`src/hw/rtl/cdtp_pkg.sv`:
```
package cdtp_pkg;

  // Default pool size
  localparam int NUM_TIMERS_DEF = 16;

  // Field widths fixed by the item format
  localparam int OP_W    = 3;
  localparam int ID_W    = 4;
  localparam int COUNT_W = 32;
  localparam int QUERY_W = 2;

  // Operation codes; the two spare codes are rejected
  typedef enum logic [OP_W-1:0] {
    OP_ALLOC = 3'd0,
    OP_FREE  = 3'd1,
    OP_SET   = 3'd2,
    OP_GET   = 3'd3,
    OP_CLEAR = 3'd4,
    OP_TICK  = 3'd5
  } op_t;

  // Get results
  typedef enum logic [QUERY_W-1:0] {
    Q_FIRED   = 2'd0,
    Q_RUNNING = 2'd1,
    Q_IDLE    = 2'd2
  } query_t;

  // Sequencer states
  typedef enum logic [2:0] {
    S_IDLE,
    S_EXEC,
    S_ALLOC,
    S_GET,
    S_TICK,
    S_DONE
  } state_t;

endpackage

```
`src/hw/rtl/countdown_timer_pool_unit.sv`:
```
// Pool of countdown timers driven by one opcode per input beat.
// Input channel: in_valid/in_ready with in_opcode, in_timer_id and in_load_value.
// Result channel: out_valid/out_ready with out_ok, out_slot_index,
// out_query_state and out_tick_count; exactly one result beat per input beat.
// Counts live in a single-port-write memory with a registered read;
// allocate, running and count-written marks are flip-flop vectors.
// Free, set, clear and rejected opcodes pass through execute and done; get of
// a running slot adds a count read, allocate checks one slot per cycle, and
// tick does one memory read and one write-back per slot, overlapped.
// One item is worked on at a time; in_ready returns as soon as the result
// moves into the output register, so the next beat is taken while that
// result still waits for out_ready. When the receiver stalls, the finished
// result is held in the output register and the next item waits at its
// final step until the register frees.
// Reset (synchronous, rst_n low) frees all slots, stops them, marks every
// count as zero and clears the tick counter; no clearing pass is needed.
module countdown_timer_pool_unit
  import cdtp_pkg::*;
#(
  parameter int NUM_TIMERS = NUM_TIMERS_DEF
) (
  input  logic               clk,
  input  logic               rst_n,
  input  logic               in_valid,
  output logic               in_ready,
  input  logic [OP_W-1:0]    in_opcode,
  input  logic [ID_W-1:0]    in_timer_id,
  input  logic [COUNT_W-1:0] in_load_value,
  output logic               out_valid,
  input  logic               out_ready,
  output logic               out_ok,
  output logic [ID_W-1:0]    out_slot_index,
  output logic [QUERY_W-1:0] out_query_state,
  output logic [COUNT_W-1:0] out_tick_count
);

  localparam int IDX_W = (NUM_TIMERS > 1) ? $clog2(NUM_TIMERS) : 1;
  localparam int CNT_W = $clog2(NUM_TIMERS + 1);

  // Control state
  state_t                  state_r, state_nxt;
  logic [NUM_TIMERS-1:0]   alloc_r, alloc_nxt;
  logic [NUM_TIMERS-1:0]   run_r, run_nxt;
  logic [NUM_TIMERS-1:0]   cvld_r, cvld_nxt;
  logic [COUNT_W-1:0]      ticks_r, ticks_nxt;
  logic [CNT_W-1:0]        scan_r, scan_nxt;
  logic                    rd_pend_r, rd_pend_nxt;
  logic                    out_valid_r, out_valid_nxt;

  // Payload state
  op_t                     op_r, op_nxt;
  logic [ID_W-1:0]         id_r, id_nxt;
  logic [COUNT_W-1:0]      load_r, load_nxt;
  logic [IDX_W-1:0]        rd_idx_r, rd_idx_nxt;
  logic                    res_ok_r, res_ok_nxt;
  logic [ID_W-1:0]         res_slot_r, res_slot_nxt;
  query_t                  res_q_r, res_q_nxt;
  logic                    out_ok_r, out_ok_nxt;
  logic [ID_W-1:0]         out_slot_r, out_slot_nxt;
  query_t                  out_q_r, out_q_nxt;
  logic [COUNT_W-1:0]      out_tick_r, out_tick_nxt;

  // Count memory
  logic [COUNT_W-1:0]      cnt_mem [NUM_TIMERS];
  logic [COUNT_W-1:0]      mem_rdata_r;
  logic [IDX_W-1:0]        mem_raddr;
  logic                    mem_we;
  logic [IDX_W-1:0]        mem_waddr;
  logic [COUNT_W-1:0]      mem_wdata;

  // Decode helpers
  logic [IDX_W-1:0]        id_sel;
  logic [IDX_W-1:0]        scan_sel;
  logic                    id_ok;
  logic                    usable;
  logic [COUNT_W-1:0]      rd_count;
  logic                    out_free;

  assign id_sel   = IDX_W'(id_r);
  assign scan_sel = scan_r[IDX_W-1:0];
  assign id_ok    = (32'(id_r) < 32'(NUM_TIMERS));
  assign usable   = id_ok && alloc_r[id_sel];
  // Unwritten counts read as zero
  assign rd_count = cvld_r[rd_idx_r] ? mem_rdata_r : '0;
  assign out_free = !out_valid_r || out_ready;

  // Memory: one write and one registered read per cycle
  always_ff @(posedge clk) begin
    if (mem_we) begin
      cnt_mem[mem_waddr] <= mem_wdata;
    end
    mem_rdata_r <= cnt_mem[mem_raddr];
  end

  // Next state, memory control and results
  always_comb begin
    state_nxt     = state_r;
    alloc_nxt     = alloc_r;
    run_nxt       = run_r;
    cvld_nxt      = cvld_r;
    ticks_nxt     = ticks_r;
    scan_nxt      = scan_r;
    rd_pend_nxt   = rd_pend_r;
    out_valid_nxt = out_valid_r;
    op_nxt        = op_r;
    id_nxt        = id_r;
    load_nxt      = load_r;
    rd_idx_nxt    = rd_idx_r;
    res_ok_nxt    = res_ok_r;
    res_slot_nxt  = res_slot_r;
    res_q_nxt     = res_q_r;
    out_ok_nxt    = out_ok_r;
    out_slot_nxt  = out_slot_r;
    out_q_nxt     = out_q_r;
    out_tick_nxt  = out_tick_r;
    mem_raddr     = id_sel;
    mem_we        = 1'b0;
    mem_waddr     = id_sel;
    mem_wdata     = load_r;
    in_ready      = 1'b0;

    // Drop the result once taken
    if (out_valid_r && out_ready) begin
      out_valid_nxt = 1'b0;
    end

    case (state_r)
      S_IDLE: begin
        in_ready = 1'b1;
        if (in_valid) begin
          op_nxt    = op_t'(in_opcode);
          id_nxt    = in_timer_id;
          load_nxt  = in_load_value;
          state_nxt = S_EXEC;
        end
      end

      S_EXEC: begin
        res_ok_nxt   = 1'b0;
        res_slot_nxt = '0;
        res_q_nxt    = Q_IDLE;
        state_nxt    = S_DONE;
        case (op_r)
          OP_ALLOC: begin
            scan_nxt  = '0;
            state_nxt = S_ALLOC;
          end
          OP_FREE: begin
            if (usable) begin
              alloc_nxt[id_sel] = 1'b0;
              run_nxt[id_sel]   = 1'b0;
              res_ok_nxt        = 1'b1;
            end
          end
          OP_SET: begin
            if (usable) begin
              mem_we           = 1'b1;
              cvld_nxt[id_sel] = 1'b1;
              run_nxt[id_sel]  = 1'b1;
              res_ok_nxt       = 1'b1;
            end
          end
          OP_GET: begin
            res_ok_nxt = usable;
            // Running slot: fetch its count
            if (usable && run_r[id_sel]) begin
              rd_idx_nxt = id_sel;
              state_nxt  = S_GET;
            end
          end
          OP_CLEAR: begin
            if (usable) begin
              run_nxt[id_sel] = 1'b0;
              res_ok_nxt      = 1'b1;
            end
          end
          OP_TICK: begin
            scan_nxt    = '0;
            rd_pend_nxt = 1'b0;
            state_nxt   = S_TICK;
          end
          default: begin
            res_ok_nxt = 1'b0;
          end
        endcase
      end

      // Check one slot per cycle, lowest first
      S_ALLOC: begin
        if (scan_r == CNT_W'(NUM_TIMERS)) begin
          res_ok_nxt   = 1'b0;
          res_slot_nxt = '0;
          state_nxt    = S_DONE;
        end else if (!alloc_r[scan_sel]) begin
          alloc_nxt[scan_sel] = 1'b1;
          run_nxt[scan_sel]   = 1'b0;
          res_ok_nxt          = 1'b1;
          res_slot_nxt        = ID_W'(scan_r);
          state_nxt           = S_DONE;
        end else begin
          scan_nxt = scan_r + 1'b1;
        end
      end

      S_GET: begin
        res_q_nxt = (rd_count == '0) ? Q_FIRED : Q_RUNNING;
        state_nxt = S_DONE;
      end

      // Read slot k while writing back slot k-1
      S_TICK: begin
        if (rd_pend_r && (rd_count != '0)) begin
          mem_we            = 1'b1;
          mem_waddr         = rd_idx_r;
          mem_wdata         = rd_count - 1'b1;
          cvld_nxt[rd_idx_r] = 1'b1;
        end
        if (scan_r != CNT_W'(NUM_TIMERS)) begin
          mem_raddr   = scan_sel;
          rd_idx_nxt  = scan_sel;
          rd_pend_nxt = 1'b1;
          scan_nxt    = scan_r + 1'b1;
        end else begin
          rd_pend_nxt = 1'b0;
          if (!rd_pend_r) begin
            ticks_nxt  = ticks_r + 1'b1;
            res_ok_nxt = 1'b1;
            state_nxt  = S_DONE;
          end
        end
      end

      // Hand the result to the output register when it frees
      S_DONE: begin
        if (out_free) begin
          out_valid_nxt = 1'b1;
          out_ok_nxt    = res_ok_r;
          out_slot_nxt  = res_slot_r;
          out_q_nxt     = res_q_r;
          out_tick_nxt  = ticks_r;
          state_nxt     = S_IDLE;
        end
      end

      default: begin
        state_nxt = S_IDLE;
      end
    endcase
  end

  // Control registers
  always_ff @(posedge clk) begin
    if (!rst_n) begin
      state_r     <= S_IDLE;
      alloc_r     <= '0;
      run_r       <= '0;
      cvld_r      <= '0;
      ticks_r     <= '0;
      scan_r      <= '0;
      rd_pend_r   <= 1'b0;
      out_valid_r <= 1'b0;
    end else begin
      state_r     <= state_nxt;
      alloc_r     <= alloc_nxt;
      run_r       <= run_nxt;
      cvld_r      <= cvld_nxt;
      ticks_r     <= ticks_nxt;
      scan_r      <= scan_nxt;
      rd_pend_r   <= rd_pend_nxt;
      out_valid_r <= out_valid_nxt;
    end
  end

  // Payload registers
  always_ff @(posedge clk) begin
    op_r       <= op_nxt;
    id_r       <= id_nxt;
    load_r     <= load_nxt;
    rd_idx_r   <= rd_idx_nxt;
    res_ok_r   <= res_ok_nxt;
    res_slot_r <= res_slot_nxt;
    res_q_r    <= res_q_nxt;
    out_ok_r   <= out_ok_nxt;
    out_slot_r <= out_slot_nxt;
    out_q_r    <= out_q_nxt;
    out_tick_r <= out_tick_nxt;
  end

  assign out_valid       = out_valid_r;
  assign out_ok          = out_ok_r;
  assign out_slot_index  = out_slot_r;
  assign out_query_state = out_q_r;
  assign out_tick_count  = out_tick_r;

endmodule

```
`config.mk`:
```
export PLATFORM = sky130hd
export DESIGN_NAME = countdown_timer_pool_unit
export DESIGN_NICKNAME = d
export VERILOG_FILES = /design/src/hw/rtl/cdtp_pkg.sv /design/src/hw/rtl/countdown_timer_pool_unit.sv
export SDC_FILE = /design/constraint.sdc
export NUM_CORES = 1
export LEC_CHECK = 0
export ABC_AREA = 1
export BUFFER_PORTS_ARGS = -buffer_cell sky130_fd_sc_hd__buf_2
export CAP_MARGIN = 30
export CORE_ASPECT_RATIO = 1.75
export CORE_MARGIN = 8
export CORE_UTILIZATION = 58
export CTS_BUF_LIST = sky130_fd_sc_hd__clkbuf_8
export DETAILED_ROUTE_END_ITERATION = 12
export GPL_TIMING_DRIVEN = 0
export PLACE_DENSITY_LB_ADDON = 0.08
export SLEW_MARGIN = 20
export SYNTH_ARGS = -nofsm -noshare
export SYNTH_HDL_FRONTEND = slang
export SYNTH_SLANG_ARGS = --single-unit
```
`constraint.sdc`:
```
create_clock -name clk -period 4.3 [get_ports clk]
set_input_delay 0.43 -clock clk [delete_from_list [all_inputs] [get_ports clk]]
set_output_delay 0.43 -clock clk [all_outputs]
set_load 0.02 [all_outputs]
```
==> run metrics <==
CP top delay family=buffers and inverters; 1st-iter DRT viols=2647; flops & latches, synth=723; vias in the first global route=24500; async set-reset flop share out of synthesis=0%; Die Area=59900 um^2; initial antenna violation count=5; largest net degree at the start of global routing=26; Fin Hold WS=0.145 ns; pre-CTS WS=-0.633 ns; warning count from the yosys run=0; Via density=6.31; hold wc startpoint=out_ready; Reg2Reg Launch Point=rd_idx_r[0]; Area Overhead vs Synth=15.3%; DP HPWL=73.9 mm; max-cap violations=0; Final Skew=0.0350 ns; maximum VDD drop=0.000380 V; CTS tree=built; ANT nets after route=0; Post-Layout Inst Area=around 35000 um^2; Row Count=110; WL/cell=27.6 um; core area=51500 um^2; clk_lat worst skew=0.73 ns; outcome=completed; total track usage=34.3%; top post-synthesis cells by area=edfxtp_1 (60%), dfxtp_1 (8.1%), o21ai_0 (6.2%); Syn Inst Count=about 2800; DRC errors left=0; FF-to-FF setup slack=0.09 ns; Final Wtd Congestion=0.958; post-synth top area cell=edfxtp_1; relative slew slack=31.3%; placed cells=3552; f_max=0.237 GHz; CTS root buffer=clkbuf_8; worst setup margin=0.0860 ns; power per cell area=roughly 570 nW/um^2; first-pass GRT wire length=152 mm; CP Max Fanout=19; sequential fraction of the synthesis area=67.8%; startpoint types=register; Mapped Nets=between 2000 and 3000; Pleak=between 10 and 15 nW; CTS Buf Count=100; min cycle time layout=4.21 ns; area post-placement=32200 um^2; top cell type's share of synthesized area=59.7%; hold path depth=4; most frequent CP cell=nand2_1; I/O pin count=84; Critical R2R Capture=cnt_mem[14][23]; final hold violations=0; critical path data required time=4.68 ns; setup TNS=0 ns; WHS Endpoint=out_valid; most frequent cells in the layout=edfxtp_1 (601), nor2_1 (457), o21ai_0 (368); Starting Density=around 59%; Vias=approximately 24000; Top FF cell, synth=edfxtp_1; Routed WL=between 100 and 150 mm; crit end category=register; area of the multi-input gates=8580 um^2; Worst Hold Class=primary input to register; layout cells sized above 1=between 10% and 20%; Pwr Total=19.8 mW; Slew @ Worst Pin=1.03 ns; most common cell after layout, fill and taps aside=edfxtp_1; FF+latch area=slightly above 20000 um^2; port bufs=82; TritonCTS Sinks=723; synth unique cells=54; Max H-tree Level=3; Max clock buf depth=3; synthesized area=30200 um^2; CP max stage delay=between 0.6 and 0.7 ns; worst path buffer plus inverter count=8; Max Slew Vio Count=0; total gr overflow=0; final setup fails=0; number of synthesized flops with an enable pin=601; worst setup path class=register to register; non-filler cells in the finished layout=approximately 3800; die height=318 um; Clock transition at path regs=0.07 ns; period utilisation layout=98.0%; TritonRoute pass-1 iters=9; Avg Cell Area, Syn=10.9 um^2; RSZ-0062 raised after global routing=false; reg2reg path depth=24; nets=3084; CP Cell Sequence=buf_6 > inv_4 > nand2_1 > nand2_1 > nand2_1 > nand2_1 > nand2_1 > nand2_1 > inv_1 > nand2_4 > buf_6 > buf_6 > nand2_1 > ha_1 > inv_1 > nor2_1 > nand2_1 > nor2_2 > nand2_4 > nand2_4 > inv_2 > buf_2 > nor2_1 > a21oi_2; Stages on worst setup path=24; die width=roughly 190 um; Final Util=about 68%; Critical Path AT=4.59 ns; crit path max-delay cell type=a21oi_2; FILL cells=3943
[layout make-up]
cell class / instances / share of cell area, %
timing repair buffer: 166 / 4.52
inverter: 182 / 1.97
tap: 672 / 2.41
antenna: 2 / 0.0144
clock inverter: 73 / 1.24
clock buffer: 114 / 4.50
buffer: 149 / 1.90
multi-input combinational: 1712 / 24.6
sequential: 723 / 58.8
[sequential cells by signal (all words and copies together) (netlist names), 5 cells and up, named ones only]
name	cells
cnt_mem	512
ticks_r	32
alloc_r	16
cvld_r	16
mem_rdata_r	32
out_tick_count	32
scan_r	5
load_r	32
[where the power goes]
group	internal (mW)	total [mW]	switching [mW]
clock	2.68	5.38	2.70
sequential	8.22	8.64	0.422
combinational	1.32	5.75	4.43
[kinds of logic (layout without fill, tap and decap cells)]
| family | Yosys count | count (layout) | synth area share, % |
|---|---|---|---|
| simple gates | 976 | 976 | 13.4 |
| compound gates | 706 | 706 | 13.4 |
| xor+xnor | 23 | 23 | 0.667 |
| flops | 723 | 723 | 67.8 |
| other cells | 0 | 2 | 0 |
| fa+ha+maj | 7 | 7 | 0.290 |
| buf+inv | 332 | 684 | 4.41 |
[cell usage after synthesis (5+ instances only)]
cell,n
nor2_1,469
a21oi_1,91
o21a_1,12
nor3_1,43
clkbuf_1,106
nor2_4,5
o22ai_1,87
inv_2,13
dfxtp_1,122
xor2_1,16
nor3b_1,5
nand2_2,8
buf_6,6
buf_1,8
xnor2_1,7
nand3_1,109
nand4_1,12
o211ai_1,8
o21ai_1,26
o21ai_0,377
o221ai_1,56
inv_1,166
o41ai_1,10
edfxtp_1,601
a31oi_1,21
nand2_1,303
ha_1,7
buf_2,29
[how the worst max path moves through the flow]
| stage | slack, ns | to | from |
|---|---|---|---|
| floorplan | -0.04 | cnt_mem[9][0] | rd_idx_r[0] |
| global placement | -2.51 | cnt_mem[8][24] | rd_idx_r[0] |
| detailed placement | -0.63 | mem_rdata_r[29] | scan_r[1] |
| CTS | 0.06 | cnt_mem[1][25] | rd_idx_r[0] |
| global route | 0.03 | cnt_mem[6][23] | rd_idx_r[0] |
| finish | 0.09 | cnt_mem[14][23] | rd_idx_r[0] |
[worst min-delay path: cells and delay by family]
family / cells / cell delay [ns]
buffers and inverters: 2 / 0.19
AND/OR/NAND/NOR: 1 / 0.09
AO/OA/AOI/OAI: 1 / 0.07
[layer usage]
layer	track usage, %	wire, um
met3	6.95	9880
met4	26.2	8960
met1	36.1	33500
met2	59.4	52400
met5	0	13
[what timing repair did]
| item | CTS | global route |
|---|---|---|
| hold buffers | 39 | 0 |
| hold endpoints to repair | 39 | 0 |
| setup buffers | 9 | 1 |
| setup endpoints to repair | 465 | 99 |
| pin swaps | 7 | 1 |
| gates resized for setup | 17 | 11 |
Power figures use the tool's default switching activity.
